===== src/mps_pkg.sv =====
// Shared types and constants of the multi-policy process scheduler.
// Used by the controller, the datapath and the top level; depends on nothing.
`timescale 1ns / 1ps
`default_nettype none

package mps_pkg;

    // One input transaction.
    typedef struct packed {
        logic       kind;
        logic [7:0] proc_id;
        logic [7:0] prio_level;
        logic [7:0] cpu_need;
        logic [7:0] io_need;
        logic       io_request;
    } t_in_item;

    // One result transaction.
    typedef struct packed {
        logic [7:0]  running_id;
        logic        preempted;
        logic        io_started;
        logic [4:0]  io_completions;
        logic        finished;
        logic [7:0]  finished_id;
        logic [15:0] finished_wait;
        logic [15:0] finished_turnaround;
    } t_out_item;

    // Scheduling policy codes.
    localparam logic [2:0] MODE_FCFS  = 3'd0;
    localparam logic [2:0] MODE_SJF   = 3'd1;
    localparam logic [2:0] MODE_PSJF  = 3'd2;
    localparam logic [2:0] MODE_PRIO  = 3'd3;
    localparam logic [2:0] MODE_PPRIO = 3'd4;
    localparam logic [2:0] MODE_RR    = 3'd5;

    // Configuration register indexes and reset values.
    localparam int         CFG_IDX_W  = 2;
    localparam int         CFG_DATA_W = 8;
    localparam logic [1:0] CFG_POLICY = 2'd0;
    localparam logic [1:0] CFG_SLICE  = 2'd1;
    localparam logic [2:0] RST_MODE   = MODE_FCFS;
    localparam logic [7:0] RST_SLICE  = 8'd3;

    // Sequencer states.
    typedef enum logic [4:0] {
        ST_IDLE,
        ST_ARRIVE,
        ST_SEL_RUN,
        ST_SEL_RUNK,
        ST_SCAN_Q,
        ST_SCAN_T,
        ST_SCAN_C,
        ST_SEL_DEC,
        ST_SHIFT_R,
        ST_SHIFT_W,
        ST_TAKE_FIN,
        ST_AGE_Q,
        ST_AGE_T,
        ST_AGE_W,
        ST_IO_Q,
        ST_IO_T,
        ST_IO_W,
        ST_RUN_T,
        ST_RUN_W,
        ST_OUT
    } t_state;

    // Commands from the controller to the datapath.
    typedef struct packed {
        logic latch_in;
        logic do_arrive;
        logic rd_run;
        logic cap_runkey;
        logic scan_rdt;
        logic scan_cmp;
        logic take_init;
        logic shift_rd;
        logic shift_wr;
        logic take_fin;
        logic idx_clr;
        logic age_rdt;
        logic age_wr;
        logic io_rdt;
        logic io_wr;
        logic io_end;
        logic run_wr;
        logic out_load;
    } t_cmd;

    // Status from the datapath to the controller.
    typedef struct packed {
        logic in_kind;
        logic need_sel;
        logic scan_more;
        logic take;
        logic shift_more;
        logic idx_lt_rc;
        logic idx_lt_wc;
        logic run_valid;
        logic out_free;
    } t_stat;

endpackage

`default_nettype wire


===== src/mps_ctrl.sv =====
// Sequencer of the process scheduler: walks one arrival or tick through its phases.
// Depends on mps_pkg for the state, command and status types.
`timescale 1ns / 1ps
`default_nettype none

module mps_ctrl (
    input  wire logic          i_clk,
    input  wire logic          i_rst_n,
    input  wire logic          i_in_valid,
    input  wire mps_pkg::t_stat i_stat,
    output mps_pkg::t_cmd      o_cmd,
    output logic               o_in_stall
);

    mps_pkg::t_state r_state;
    mps_pkg::t_state n_state;

    // State register.
    always_ff @(posedge i_clk) begin
        if (!i_rst_n) begin
            r_state <= mps_pkg::ST_IDLE;
        end else begin
            r_state <= n_state;
        end
    end

    // Next state.
    always_comb begin
        n_state = r_state;
        case (r_state)
            mps_pkg::ST_IDLE: begin
                if (i_in_valid) begin
                    n_state = i_stat.in_kind ? mps_pkg::ST_SEL_RUN : mps_pkg::ST_ARRIVE;
                end
            end
            mps_pkg::ST_ARRIVE:   n_state = mps_pkg::ST_IDLE;
            mps_pkg::ST_SEL_RUN:  n_state = mps_pkg::ST_SEL_RUNK;
            mps_pkg::ST_SEL_RUNK: begin
                n_state = i_stat.need_sel ? mps_pkg::ST_SCAN_Q : mps_pkg::ST_AGE_Q;
            end
            mps_pkg::ST_SCAN_Q:   n_state = mps_pkg::ST_SCAN_T;
            mps_pkg::ST_SCAN_T:   n_state = mps_pkg::ST_SCAN_C;
            mps_pkg::ST_SCAN_C: begin
                n_state = i_stat.scan_more ? mps_pkg::ST_SCAN_Q : mps_pkg::ST_SEL_DEC;
            end
            mps_pkg::ST_SEL_DEC: begin
                n_state = i_stat.take ? mps_pkg::ST_SHIFT_R : mps_pkg::ST_AGE_Q;
            end
            mps_pkg::ST_SHIFT_R: begin
                n_state = i_stat.shift_more ? mps_pkg::ST_SHIFT_W : mps_pkg::ST_TAKE_FIN;
            end
            mps_pkg::ST_SHIFT_W:  n_state = mps_pkg::ST_SHIFT_R;
            mps_pkg::ST_TAKE_FIN: n_state = mps_pkg::ST_AGE_Q;
            mps_pkg::ST_AGE_Q: begin
                n_state = i_stat.idx_lt_rc ? mps_pkg::ST_AGE_T : mps_pkg::ST_IO_Q;
            end
            mps_pkg::ST_AGE_T:    n_state = mps_pkg::ST_AGE_W;
            mps_pkg::ST_AGE_W:    n_state = mps_pkg::ST_AGE_Q;
            mps_pkg::ST_IO_Q: begin
                n_state = i_stat.idx_lt_wc ? mps_pkg::ST_IO_T : mps_pkg::ST_RUN_T;
            end
            mps_pkg::ST_IO_T:     n_state = mps_pkg::ST_IO_W;
            mps_pkg::ST_IO_W:     n_state = mps_pkg::ST_IO_Q;
            mps_pkg::ST_RUN_T: begin
                n_state = i_stat.run_valid ? mps_pkg::ST_RUN_W : mps_pkg::ST_OUT;
            end
            mps_pkg::ST_RUN_W:    n_state = mps_pkg::ST_OUT;
            mps_pkg::ST_OUT: begin
                if (i_stat.out_free) begin
                    n_state = mps_pkg::ST_IDLE;
                end
            end
            default:              n_state = mps_pkg::ST_IDLE;
        endcase
    end

    // Command outputs.
    always_comb begin
        o_cmd      = '0;
        o_in_stall = (r_state != mps_pkg::ST_IDLE);
        case (r_state)
            mps_pkg::ST_IDLE:     o_cmd.latch_in   = i_in_valid;
            mps_pkg::ST_ARRIVE:   o_cmd.do_arrive  = 1'b1;
            mps_pkg::ST_SEL_RUN:  o_cmd.rd_run     = 1'b1;
            mps_pkg::ST_SEL_RUNK: o_cmd.cap_runkey = 1'b1;
            mps_pkg::ST_SCAN_Q:   o_cmd            = '0;
            mps_pkg::ST_SCAN_T:   o_cmd.scan_rdt   = 1'b1;
            mps_pkg::ST_SCAN_C:   o_cmd.scan_cmp   = 1'b1;
            mps_pkg::ST_SEL_DEC: begin
                o_cmd.take_init = i_stat.take;
                o_cmd.idx_clr   = !i_stat.take;
            end
            mps_pkg::ST_SHIFT_R:  o_cmd.shift_rd   = 1'b1;
            mps_pkg::ST_SHIFT_W:  o_cmd.shift_wr   = 1'b1;
            mps_pkg::ST_TAKE_FIN: o_cmd.take_fin   = 1'b1;
            mps_pkg::ST_AGE_Q:    o_cmd.idx_clr    = !i_stat.idx_lt_rc;
            mps_pkg::ST_AGE_T:    o_cmd.age_rdt    = 1'b1;
            mps_pkg::ST_AGE_W:    o_cmd.age_wr     = 1'b1;
            mps_pkg::ST_IO_Q:     o_cmd.io_end     = !i_stat.idx_lt_wc;
            mps_pkg::ST_IO_T:     o_cmd.io_rdt     = 1'b1;
            mps_pkg::ST_IO_W:     o_cmd.io_wr      = 1'b1;
            mps_pkg::ST_RUN_T:    o_cmd.rd_run     = i_stat.run_valid;
            mps_pkg::ST_RUN_W:    o_cmd.run_wr     = 1'b1;
            mps_pkg::ST_OUT:      o_cmd.out_load   = i_stat.out_free;
            default:              o_cmd            = '0;
        endcase
    end

endmodule

`default_nettype wire


===== src/mps_dpath.sv =====
// Datapath of the process scheduler: process table, ready and wait queues,
// configuration, counters and the result register. Depends on mps_pkg.
`timescale 1ns / 1ps
`default_nettype none

module mps_dpath #(
    parameter int MAX_PROCS = 16
) (
    input  wire logic                              i_clk,
    input  wire logic                              i_rst_n,
    input  wire mps_pkg::t_in_item                 i_in_data,
    input  wire logic                              i_out_stall,
    input  wire logic                              i_cfg_valid,
    input  wire logic [mps_pkg::CFG_IDX_W-1:0]     i_cfg_index,
    input  wire logic [mps_pkg::CFG_DATA_W-1:0]    i_cfg_data,
    input  wire mps_pkg::t_cmd                     i_cmd,
    output mps_pkg::t_stat                         o_stat,
    output logic                                   o_out_valid,
    output mps_pkg::t_out_item                     o_out_data,
    output logic                                   o_cfg_ready
);

    localparam int SW = (MAX_PROCS > 1) ? $clog2(MAX_PROCS) : 1;
    localparam int CW = $clog2(MAX_PROCS + 1);
    localparam logic [CW-1:0] N_C = CW'(MAX_PROCS);

    // One process table entry.
    typedef struct packed {
        logic [7:0]  id;
        logic [7:0]  prio;
        logic [7:0]  cpu;
        logic [7:0]  io;
        logic [15:0] arr;
        logic [15:0] wait_cnt;
        logic [15:0] tat_cnt;
    } t_entry;

    function automatic logic [15:0] inc16(input logic [15:0] v);
        inc16 = (v == 16'hFFFF) ? v : v + 16'd1;
    endfunction

    // Memories and their registered read data.
    t_entry          r_tbl [MAX_PROCS];
    logic [SW-1:0]   r_rq  [MAX_PROCS];
    logic [SW-1:0]   r_wq  [MAX_PROCS];
    t_entry          r_tbl_q;
    logic [SW-1:0]   r_rq_q;
    logic [SW-1:0]   r_wq_q;

    // Control and working registers.
    logic [2:0]           r_mode, n_mode;
    logic [7:0]           r_slice, n_slice;
    mps_pkg::t_in_item    r_in, n_in;
    logic [CW-1:0]        r_rc, n_rc, r_wc, n_wc;
    logic                 r_run_valid, n_run_valid;
    logic [SW-1:0]        r_run_slot, n_run_slot;
    logic [7:0]           r_slice_used, n_slice_used;
    logic [15:0]          r_tick, n_tick;
    logic [MAX_PROCS-1:0] r_free, n_free;
    logic [CW-1:0]        r_idx, n_idx, r_keep, n_keep, r_best_pos, n_best_pos;
    logic [4:0]           r_done, n_done;
    logic [SW-1:0]        r_cur_slot, n_cur_slot, r_best_slot, n_best_slot;
    logic [7:0]           r_best_key, n_best_key, r_run_key, n_run_key;
    logic [15:0]          r_best_arr, n_best_arr, r_run_arr, n_run_arr;
    mps_pkg::t_out_item   r_res, n_res, r_out, n_out;
    logic                 r_out_valid, n_out_valid;

    // Policy decode.
    logic [2:0] m_eff;
    logic       use_prio, preempt, best_mode, rr;
    always_comb begin
        m_eff     = (r_mode > mps_pkg::MODE_RR) ? mps_pkg::MODE_FCFS : r_mode;
        use_prio  = (m_eff == mps_pkg::MODE_PRIO) || (m_eff == mps_pkg::MODE_PPRIO);
        preempt   = (m_eff == mps_pkg::MODE_PSJF) || (m_eff == mps_pkg::MODE_PPRIO);
        rr        = (m_eff == mps_pkg::MODE_RR);
        best_mode = !((m_eff == mps_pkg::MODE_FCFS) || rr);
    end

    // Comparisons for selection.
    logic [7:0]    cur_key;
    logic          cur_better, best_better_run;
    logic [CW-1:0] idx_p1, limit, rc_m1;
    always_comb begin
        cur_key    = use_prio ? r_tbl_q.prio : r_tbl_q.cpu;
        cur_better = (cur_key < r_best_key) ||
                     ((cur_key == r_best_key) && (r_tbl_q.arr < r_best_arr));
        best_better_run = (r_best_key < r_run_key) ||
                          ((r_best_key == r_run_key) && (r_best_arr < r_run_arr));
        idx_p1 = r_idx + 1'b1;
        rc_m1  = r_rc - 1'b1;
        limit  = best_mode ? r_rc : CW'(1);
    end

    // Lowest free slot.
    logic [SW-1:0] free_slot;
    logic          arr_ok;
    always_comb begin
        free_slot = '0;
        for (int i = MAX_PROCS - 1; i >= 0; i--) begin
            if (r_free[i]) begin
                free_slot = SW'(i);
            end
        end
        arr_ok = (r_in.proc_id != 8'd0) && (|r_free) && (r_rc < N_C);
    end

    // Updated entries for arrival, ageing, I/O countdown and running.
    t_entry age_e, io_e, run_e, new_e;
    logic   io_fin, run_fin, run_io;
    always_comb begin
        age_e          = r_tbl_q;
        age_e.wait_cnt = inc16(r_tbl_q.wait_cnt);
        age_e.tat_cnt  = inc16(r_tbl_q.tat_cnt);
        io_e           = r_tbl_q;
        io_e.tat_cnt   = inc16(r_tbl_q.tat_cnt);
        io_e.io        = (r_tbl_q.io != 8'd0) ? r_tbl_q.io - 8'd1 : 8'd0;
        io_fin         = (io_e.io == 8'd0);
        run_e          = r_tbl_q;
        run_e.tat_cnt  = inc16(r_tbl_q.tat_cnt);
        run_e.cpu      = (r_tbl_q.cpu != 8'd0) ? r_tbl_q.cpu - 8'd1 : 8'd0;
        run_fin        = (run_e.cpu == 8'd0);
        run_io         = !run_fin && (r_tbl_q.io != 8'd0) && r_in.io_request;
        new_e          = '{id: r_in.proc_id, prio: r_in.prio_level, cpu: r_in.cpu_need,
                           io: r_in.io_need, arr: r_tick, wait_cnt: 16'd0, tat_cnt: 16'd0};
    end

    // Memory port selection.
    logic          tbl_we, rq_we, wq_we;
    logic [SW-1:0] tbl_wa, tbl_ra, rq_wa, rq_ra, rq_wd, wq_wa, wq_ra, wq_wd;
    t_entry        tbl_wd;
    always_comb begin
        tbl_ra = r_run_slot;
        if (i_cmd.scan_rdt || i_cmd.age_rdt) begin
            tbl_ra = r_rq_q;
        end else if (i_cmd.io_rdt) begin
            tbl_ra = r_wq_q;
        end
        rq_ra = i_cmd.shift_rd ? idx_p1[SW-1:0] : r_idx[SW-1:0];
        wq_ra = r_idx[SW-1:0];

        tbl_we = 1'b0;
        tbl_wa = r_cur_slot;
        tbl_wd = age_e;
        if (i_cmd.do_arrive) begin
            tbl_we = arr_ok;
            tbl_wa = free_slot;
            tbl_wd = new_e;
        end else if (i_cmd.age_wr) begin
            tbl_we = 1'b1;
        end else if (i_cmd.io_wr) begin
            tbl_we = 1'b1;
            tbl_wd = io_e;
        end else if (i_cmd.run_wr) begin
            tbl_we = 1'b1;
            tbl_wa = r_run_slot;
            tbl_wd = run_e;
        end

        rq_we = 1'b0;
        rq_wa = r_rc[SW-1:0];
        rq_wd = r_cur_slot;
        if (i_cmd.do_arrive) begin
            rq_we = arr_ok;
            rq_wd = free_slot;
        end else if (i_cmd.shift_wr) begin
            rq_we = 1'b1;
            rq_wa = r_idx[SW-1:0];
            rq_wd = r_rq_q;
        end else if (i_cmd.take_fin) begin
            rq_we = r_run_valid;
            rq_wa = rc_m1[SW-1:0];
            rq_wd = r_run_slot;
        end else if (i_cmd.io_wr) begin
            rq_we = io_fin && (r_rc < N_C);
        end

        wq_we = 1'b0;
        wq_wa = r_keep[SW-1:0];
        wq_wd = r_cur_slot;
        if (i_cmd.io_wr) begin
            wq_we = !io_fin;
        end else if (i_cmd.run_wr) begin
            wq_we = run_io && (r_wc < N_C);
            wq_wa = r_wc[SW-1:0];
            wq_wd = r_run_slot;
        end
    end

    // Memories with one write and one registered read port each.
    always_ff @(posedge i_clk) begin
        if (tbl_we) begin
            r_tbl[tbl_wa] <= tbl_wd;
        end
        r_tbl_q <= r_tbl[tbl_ra];
    end

    always_ff @(posedge i_clk) begin
        if (rq_we) begin
            r_rq[rq_wa] <= rq_wd;
        end
        r_rq_q <= r_rq[rq_ra];
    end

    always_ff @(posedge i_clk) begin
        if (wq_we) begin
            r_wq[wq_wa] <= wq_wd;
        end
        r_wq_q <= r_wq[wq_ra];
    end

    // Next values of the registers.
    always_comb begin
        n_mode       = r_mode;
        n_slice      = r_slice;
        n_in         = r_in;
        n_rc         = r_rc;
        n_wc         = r_wc;
        n_run_valid  = r_run_valid;
        n_run_slot   = r_run_slot;
        n_slice_used = r_slice_used;
        n_tick       = r_tick;
        n_free       = r_free;
        n_idx        = r_idx;
        n_keep       = r_keep;
        n_best_pos   = r_best_pos;
        n_done       = r_done;
        n_cur_slot   = r_cur_slot;
        n_best_slot  = r_best_slot;
        n_best_key   = r_best_key;
        n_run_key    = r_run_key;
        n_best_arr   = r_best_arr;
        n_run_arr    = r_run_arr;
        n_res        = r_res;
        n_out        = r_out;
        n_out_valid  = r_out_valid;

        // Configuration writes.
        if (i_cfg_valid) begin
            if (i_cfg_index == mps_pkg::CFG_POLICY) begin
                n_mode = i_cfg_data[2:0];
            end else if (i_cfg_index == mps_pkg::CFG_SLICE) begin
                n_slice = i_cfg_data;
            end
        end

        if (i_cmd.latch_in) begin
            n_in = i_in_data;
        end

        // An arrival claims the lowest free slot and joins the ready tail.
        if (i_cmd.do_arrive && arr_ok) begin
            n_free[free_slot] = 1'b0;
            n_rc              = r_rc + 1'b1;
        end

        // Start of a tick: capture the running key and clear the results.
        if (i_cmd.cap_runkey) begin
            n_run_key = use_prio ? r_tbl_q.prio : r_tbl_q.cpu;
            n_run_arr = r_tbl_q.arr;
            n_idx     = '0;
            n_keep    = '0;
            n_done    = '0;
            n_res     = '0;
        end

        // Selection scan over the ready queue.
        if (i_cmd.scan_rdt || i_cmd.age_rdt) begin
            n_cur_slot = r_rq_q;
        end
        if (i_cmd.io_rdt) begin
            n_cur_slot = r_wq_q;
        end
        if (i_cmd.scan_cmp) begin
            if ((r_idx == '0) || cur_better) begin
                n_best_pos  = r_idx;
                n_best_slot = r_cur_slot;
                n_best_key  = cur_key;
                n_best_arr  = r_tbl_q.arr;
            end
            n_idx = idx_p1;
        end

        // Removal of the chosen entry and the switch of the running process.
        if (i_cmd.take_init) begin
            n_idx = r_best_pos;
        end
        if (i_cmd.shift_wr) begin
            n_idx = idx_p1;
        end
        if (i_cmd.take_fin) begin
            if (r_run_valid) begin
                n_res.preempted = 1'b1;
            end else begin
                n_rc = rc_m1;
            end
            n_run_slot   = r_best_slot;
            n_run_valid  = 1'b1;
            n_slice_used = 8'd0;
            n_idx        = '0;
        end
        if (i_cmd.idx_clr) begin
            n_idx = '0;
        end

        // Ageing of the ready entries.
        if (i_cmd.age_wr) begin
            n_idx = idx_p1;
        end

        // I/O countdown; finished entries go to the ready tail in order.
        if (i_cmd.io_wr) begin
            n_idx = idx_p1;
            if (io_fin) begin
                if (r_rc < N_C) begin
                    n_rc = r_rc + 1'b1;
                end
                if (r_done != 5'd31) begin
                    n_done = r_done + 5'd1;
                end
            end else begin
                n_keep = r_keep + 1'b1;
            end
        end
        if (i_cmd.io_end) begin
            n_wc                 = r_keep;
            n_res.io_completions = r_done;
        end

        // Run one unit, then retire or start I/O.
        if (i_cmd.run_wr) begin
            n_res.running_id = r_tbl_q.id;
            if (r_slice_used != 8'hFF) begin
                n_slice_used = r_slice_used + 8'd1;
            end
            if (run_fin) begin
                n_res.finished            = 1'b1;
                n_res.finished_id         = r_tbl_q.id;
                n_res.finished_wait       = r_tbl_q.wait_cnt;
                n_res.finished_turnaround = run_e.tat_cnt;
                n_free[r_run_slot]        = 1'b1;
                n_run_valid               = 1'b0;
            end else if (run_io) begin
                if (r_wc < N_C) begin
                    n_wc = r_wc + 1'b1;
                end
                n_res.io_started = 1'b1;
                n_run_valid      = 1'b0;
            end
        end

        // Result register: loads at the end of a tick, empties when taken.
        if (i_cmd.out_load) begin
            n_out       = r_res;
            n_out_valid = 1'b1;
            n_tick      = r_tick + 16'd1;
        end else if (!i_out_stall) begin
            n_out_valid = 1'b0;
        end
    end

    // Control state with reset.
    always_ff @(posedge i_clk) begin
        if (!i_rst_n) begin
            r_mode       <= mps_pkg::RST_MODE;
            r_slice      <= mps_pkg::RST_SLICE;
            r_rc         <= '0;
            r_wc         <= '0;
            r_run_valid  <= 1'b0;
            r_slice_used <= 8'd0;
            r_tick       <= 16'd0;
            r_free       <= '1;
            r_out_valid  <= 1'b0;
        end else begin
            r_mode       <= n_mode;
            r_slice      <= n_slice;
            r_rc         <= n_rc;
            r_wc         <= n_wc;
            r_run_valid  <= n_run_valid;
            r_slice_used <= n_slice_used;
            r_tick       <= n_tick;
            r_free       <= n_free;
            r_out_valid  <= n_out_valid;
        end
    end

    // Working and payload registers.
    always_ff @(posedge i_clk) begin
        r_in        <= n_in;
        r_run_slot  <= n_run_slot;
        r_idx       <= n_idx;
        r_keep      <= n_keep;
        r_best_pos  <= n_best_pos;
        r_done      <= n_done;
        r_cur_slot  <= n_cur_slot;
        r_best_slot <= n_best_slot;
        r_best_key  <= n_best_key;
        r_run_key   <= n_run_key;
        r_best_arr  <= n_best_arr;
        r_run_arr   <= n_run_arr;
        r_res       <= n_res;
        r_out       <= n_out;
    end

    // Status to the controller.
    always_comb begin
        o_stat.in_kind    = i_in_data.kind;
        o_stat.need_sel   = (r_rc != '0) && (!r_run_valid || preempt ||
                            (rr && (r_slice_used >= r_slice)));
        o_stat.scan_more  = (idx_p1 < limit);
        o_stat.take       = !r_run_valid || rr || (preempt && best_better_run);
        o_stat.shift_more = (idx_p1 < r_rc);
        o_stat.idx_lt_rc  = (r_idx < r_rc);
        o_stat.idx_lt_wc  = (r_idx < r_wc);
        o_stat.run_valid  = r_run_valid;
        o_stat.out_free   = !r_out_valid || !i_out_stall;
    end

    assign o_out_valid = r_out_valid;
    assign o_out_data  = r_out;
    assign o_cfg_ready = 1'b1;

endmodule

`default_nettype wire


===== src/multi_policy_process_scheduler.sv =====
// Multi-policy process scheduler. An arrival transaction gives no result. A tick may
// select a new running process by scanning S ready entries and, when the chosen entry is
// taken, moving M queue entries up; it then ages the R ready entries, counts down the W
// waiting entries and runs the process, if there is one, each entry walked through the
// single registered read port of the table and queue memories. A stalled result holds
// the tick in its output state; one item at a time. Reset (synchronous, active low)
// empties both queues, frees every slot, clears the tick and restores the default policy
// and quantum; the table memories are not cleared.
`timescale 1ns / 1ps
`default_nettype none

module multi_policy_process_scheduler #(
    parameter int MAX_PROCS = 16
) (
    input  wire logic                           i_clk,
    input  wire logic                           i_rst_n,
    input  wire logic                           i_in_valid,
    output logic                                o_in_stall,
    input  wire mps_pkg::t_in_item              i_in_data,
    output logic                                o_out_valid,
    input  wire logic                           i_out_stall,
    output mps_pkg::t_out_item                  o_out_data,
    input  wire logic                           i_cfg_valid,
    output logic                                o_cfg_ready,
    input  wire logic [mps_pkg::CFG_IDX_W-1:0]  i_cfg_index,
    input  wire logic [mps_pkg::CFG_DATA_W-1:0] i_cfg_data
);

    mps_pkg::t_cmd  cmd;
    mps_pkg::t_stat stat;

    // Sequencer.
    mps_ctrl u_ctrl (
        .i_clk      (i_clk),
        .i_rst_n    (i_rst_n),
        .i_in_valid (i_in_valid),
        .i_stat     (stat),
        .o_cmd      (cmd),
        .o_in_stall (o_in_stall)
    );

    // Table, queues and result register.
    mps_dpath #(
        .MAX_PROCS (MAX_PROCS)
    ) u_dpath (
        .i_clk       (i_clk),
        .i_rst_n     (i_rst_n),
        .i_in_data   (i_in_data),
        .i_out_stall (i_out_stall),
        .i_cfg_valid (i_cfg_valid),
        .i_cfg_index (i_cfg_index),
        .i_cfg_data  (i_cfg_data),
        .i_cmd       (cmd),
        .o_stat      (stat),
        .o_out_valid (o_out_valid),
        .o_out_data  (o_out_data),
        .o_cfg_ready (o_cfg_ready)
    );

endmodule

`default_nettype wire


===== config.mk =====
export PLATFORM = sky130hd
export DESIGN_NAME = multi_policy_process_scheduler
export DESIGN_NICKNAME = d
export VERILOG_FILES = /design/src/mps_pkg.sv /design/src/mps_ctrl.sv /design/src/mps_dpath.sv /design/src/multi_policy_process_scheduler.sv
export SDC_FILE = /design/constraint.sdc
export NUM_CORES = 2
export LEC_CHECK = 0
export ABC_AREA = 1
export BUFFER_PORTS_ARGS = -buffer_cell sky130_fd_sc_hd__buf_2
export CAP_MARGIN = 20
export CORE_MARGIN = 10
export CORE_UTILIZATION = 35
export CTS_BUF_LIST = sky130_fd_sc_hd__clkbuf_2 sky130_fd_sc_hd__clkbuf_4 sky130_fd_sc_hd__clkbuf_8
export DETAILED_ROUTE_END_ITERATION = 10
export MAX_ROUTING_LAYER = met4
export PLACE_DENSITY = 0.53
export SYNTH_ARGS = -nofsm -noshare
export SYNTH_HDL_FRONTEND = slang
export SYNTH_HIERARCHICAL = 1
export SYNTH_SLANG_ARGS = --single-unit
export TNS_END_PERCENT = 30

===== constraint.sdc =====
create_clock -name i_clk -period 7.95 [get_ports i_clk]
set_clock_uncertainty 0.2 [all_clocks]
set_input_delay 1.1925 -clock i_clk [delete_from_list [all_inputs] [get_ports i_clk]]
set_output_delay 1.1925 -clock i_clk [all_outputs]
set_load 0.05 [all_outputs]

Yosys cells after proc, flatten, opt, wreduce, memory -nomap -nowiden
Memories as Yosys holds them, arrays and structs flattened. A register that Yosys moved wholly into a read port is not among the register bits.
Cells that the tools add are included.

operators by class
  add/sub/neg operators = 12
  $lt $le $gt $ge = 16
  eq/ne operators = 33
  multiplexer cells = 140
  bitwise logic cells = 4
  reductions and logical operators = 55

operators with widths
  cell                                                                    number
  64-bit 2-to-1 mux                                                       3
  5-bit 2-to-1 mux                                                        31
  4-bit 2-to-1 mux                                                        34
  5-bit case mux with 18 select lines                                     1
  41-bit 2-to-1 mux                                                       2
  16-bit 2-to-1 mux                                                       5
  80-bit 2-to-1 mux                                                       1
  56-bit 2-to-1 mux                                                       1
  8-bit 2-to-1 mux                                                        7
  16-bit by 1-bit adder with 16-bit output (second input constant)        3
  1-bit 2-to-1 mux                                                        46
  5-bit by 4-bit equality test with 1-bit output (second input constant)  8
  16-bit equality test (second input constant)                            2
  16-bit less-than comparator                                             2
  8-bit nonzero test                                                      4
  5-bit by 1-bit adder with 5-bit output (second input constant)          5
  5-bit by 3-bit equality test with 1-bit output (second input constant)  4
  5-bit equality test (second input constant)                             4
  5-bit less-than comparator                                              4
  16-bit AND                                                              1
  8-bit equality test                                                     2
  8-bit logical NOT                                                       2
  8-bit less-than comparator                                              2
  16-bit inverter                                                         1
  other kinds (35)                                                        85

word-level totals
  register bits = 293
  RAM bits = 1,408
  input bits = 49
  output and inout bits = 59
  logic and storage cells = 305
  memories = 3

memories
  name           depth  width  read ports  clocked after Yosys merged registers in  wr ports  RTL line         source
  u_dpath.r_tbl  16     80     1           1                                        1         mps_dpath.sv:43  t_entry r_tbl [MAX_PROCS];
  u_dpath.r_rq   16     4      1           1                                        1         mps_dpath.sv:44  logic [SW-1:0] r_rq [MAX_PROCS];
  u_dpath.r_wq   16     4      1           1                                        1         mps_dpath.sv:45  logic [SW-1:0] r_wq [MAX_PROCS];

Depth between registers and ports, before layout
  word-level depth = 26
  mapped depth = 20
  mapped depth without buffers = 20

Cells and area by module
Netlist, hierarchy kept.

by module, submodules not included
  module     times used  cells an instance  area an instance (µm²)  sequential area each (µm²)
  mps_dpath  1           6,351              74,043.5                51,529.4
  mps_ctrl   1           109                608.1                   100.1

Worst setup path before layout
Ideal clock, no wire load.

  kind = register to register
  start point = register u_ctrl.r_state[1]
  end point = memory u_dpath/r_tbl[0][0] (netlist name) (enable)
  setup time = 0.519 ns
  data arrival time = 5.431 ns
  required time = 7.231 ns
  path slack = 1.800 ns
  cell stages (with the launch flop) = 15
  buffers on the path = 0
  clock period less this slack = 6.150 ns
  path through = dfxtp_1 > nand2_1 > inv_1 > nand3_1 > inv_1 > inv_2 > nor2_1 > inv_2 > o21ai_0 > inv_1 > o21ai_0 > o21ai_1 > inv_1 > nand3_1 > nor2_1

RTL lines
  what                    RTL line         source
  start, declared         mps_ctrl.sv:15   mps_pkg::t_state r_state;
  start signal, assigned  mps_ctrl.sv:21   r_state <= mps_pkg::ST_IDLE;
  start signal, assigned  mps_ctrl.sv:23   r_state <= n_state;
  end, declared           mps_dpath.sv:43

==> results.toml <==
[outcome]
status = "finished, final reports clean"

[worst_setup_path]
worstSetupPathType = "flip-flop to flip-flop"
cp-start-kind = "flip-flop"
arrival_ps = 6370
worstPathMaxFanout = 41
crit_required_ps = 8320
r2r_cells = 15
regToRegSetupSlack_ps = 1950
rr_startpoint = "u_ctrl/r_state[2]"
cp-end-kind = "flip-flop"
r2r_end = "u_dpath/r_tbl[6][75]"

[synthesis]
synth_warnings = 6
syn-cell-area_sq_um = 74600
synth_nets = 6593
syn_area_per_cell_sq_um = 11.6
synthCells = 6459

[detailed_routing]
drt-total-wl_um = 199000
wirelength_met1_um = 93200
dr.pass1.iters = 6
top_layer = "met4"
ant_nets = 0
post-route-drc-count = 0
wl_met3_um = 9750
route.met2.wl_um = 91200
vias = 48446
drt_iter0_markers = 4226
vias_per_cell = 4.98
avgRoutedWirePerCell_um = 20.4

[worst_hold_path]
hold-path-cell-count = 1
hp-class = "input pin to flip-flop"
hold_end = "u_dpath/new_e[71]"
hold_start = "i_in_data[24]"

[global_route]
antenna_found_initial = 4
grt_max_degree = 271
track_usage_pct = 17.0
grt_pass1_vias = 46162
grt-ovfl-total = 0
grt_pass1_wl_um = 294000

[placed_design]
dpl.hpwl_um = 113000
io_buffers = 106
gp_congestion = 0.850

[sta]
slew_headroom_pct = 22.2
final-max-slew-violation-count = 0
rsz0062_at_grt = "false"
period_share_pct = 75.5
final.min_clock_period_ps = 6000
fin_tns_setup_ps = 0
max_freq_ghz = 0.167
finalHoldViolCount = 0
tightest_slew_ps = 1160
timing.hold.ws_ps = 143
final-setup-viol-count = 0

[power_and_ir_drop]
ir_worst_vdd_uv = 171
p_leak_nw = 31.7
p_per_area_nw_per_um2 = 241

[clock_tree]
numCtsBuffers = 315
cts_setup_buffers = 0
clk_latency_ps = 1050
clk_pin_slew_ps = 60
post_cts_resized = 0
cts_tree = "yes"
root_buffer = "clkbuf_8"
clock_path_buffers = 4
ctsHoldBuffers = 0
h-tree-depth = 5
cts.sinks = 1789

[die]
rows = 169
die_y_um = 482
start_util_pct = 35.2
core-area_sq_um = 212000
dieArea_sq_um = 232000
die_w_um = 482
io_pins = 108

[run]
drv_cap = 0

[layout]
fill_cells = 20226
syn_to_final_growth_pct = 13.8
layout.nets = 6790
drive_above_1_share_pct = 12.9
regArea_sq_um = 51600
multi_input_comb_area_sq_um = 18000
==> layer usage <==
| metal | up-vias | track usage, % |
|---|---|---|
| met5 | - | - |
| met2 | 1321 | 26.5 |
| met3 | 378 | 2.51 |
| met1 | 23578 | 23.3 |
| li1 | 23169 | - |
| met4 | 0 | 4.84 |
==> state kept, by name (all words and copies together) (netlist names), 8 cells and up <==
signal                cells
u_dpath/age_e            48
u_dpath/io_e             16
u_dpath/new_e            32
u_dpath/o_out_data       56
u_dpath/r_best_arr       16
u_dpath/r_best_key        8
u_dpath/r_free           16
u_dpath/r_res            56
u_dpath/r_rq             64
u_dpath/r_run_arr        16
u_dpath/r_run_key         8
u_dpath/r_slice           8
u_dpath/r_slice_used      8
u_dpath/r_tbl          1280
u_dpath/r_tbl_q          16
u_dpath/r_tick           16
u_dpath/r_wq             64
==> cell type report <==
class | count | area share, %
inverter | 963 | 4.28
tap | 2821 | 4.15
clock buffer | 494 | 7.08
antenna | 7 | 0.0206
timing repair buffer | 220 | 1.94
sequential | 1789 | 60.8
multi-input combinational | 3367 | 21.2
clock inverter | 64 | 0.543
==> worst max path at each step <==
stage / start / to / depth (start not counted)
5_1_grt: u_ctrl/r_state[2] / u_dpath/r_tbl[6][61] / 15
3_3_place_gp: u_ctrl/r_state[2] / u_dpath/r_tbl[2][77] / 12
3_5_place_dp: u_ctrl/r_state[2] / u_dpath/r_tbl[6][50] / 15
4_1_cts: u_ctrl/r_state[2] / u_dpath/r_tbl[6][57] / 15
2_1_floorplan: u_ctrl/r_state[1] / u_dpath/r_tbl[0][0] / 14
6_report: u_ctrl/r_state[2] / u_dpath/r_tbl[6][75] / 15
==> critical path, cell delays in order, from the launching register on <==
cell and delay, ps:
dfxtp_1 390, nor2_2 440, nand3_1 230, inv_1 680, inv_2 270, nor2_1 390, inv_2 150, nand2_1 90
o21ai_0 70, inv_1 380, o21ai_0 160, o21ai_1 190, nand3_1 370, nor2_4 200, buf_4 590, buf_4 750
==> layout by cell type (no fill, tap or decap), types with 23 or more instances in the layout <==
cell and n:
clkbuf_8 369, buf_2 106, o221ai_1 98, dfxtp_1 209
o311ai_0 44, o21ai_1 29, nand4_1 30, o311ai_1 30
buf_4 92, o22ai_1 33, nand3_1 201, nor2_1 294
nand3_2 36, o21ai_0 875, o211ai_1 163, o21ai_2 24
clkbuf_4 126, edfxtp_1 1580, nand2_1 864, a21oi_1 370
xor2_1 23, clkinv_1 37, inv_1 946, nor3_1 32
ha_1 85
==> stage by stage <==
stage / total power [mW] / std cells / setup WS [ps] / util [%] / area [sq um]
floorplan: 11.5 / 6459 / 1800 / - / 74600
global placement: 12.0 / 9146 / 1770 / 36.9 / 78300
detailed placement: 12.0 / 9152 / 1950 / 37.0 / 78400
CTS: 20.7 / 9710 / 1930 / 40.0 / 84800
global route: 21.2 / 9721 / 1540 / 40.1 / 84900
finish: 20.5 / 9725 / 1950 / 40.1 / 85000
==> power breakdown <==
part / leakage [nW] / total [mW] / internal [mW] / switching [mW]
sequential: 16.0 / 10.7 / 10.6 / 0.0880
combinational: 12.2 / 1.10 / 0.238 / 0.866
clock: 3.46 / 8.69 / 5.01 / 3.69
(Power assumes the default switching activity.)
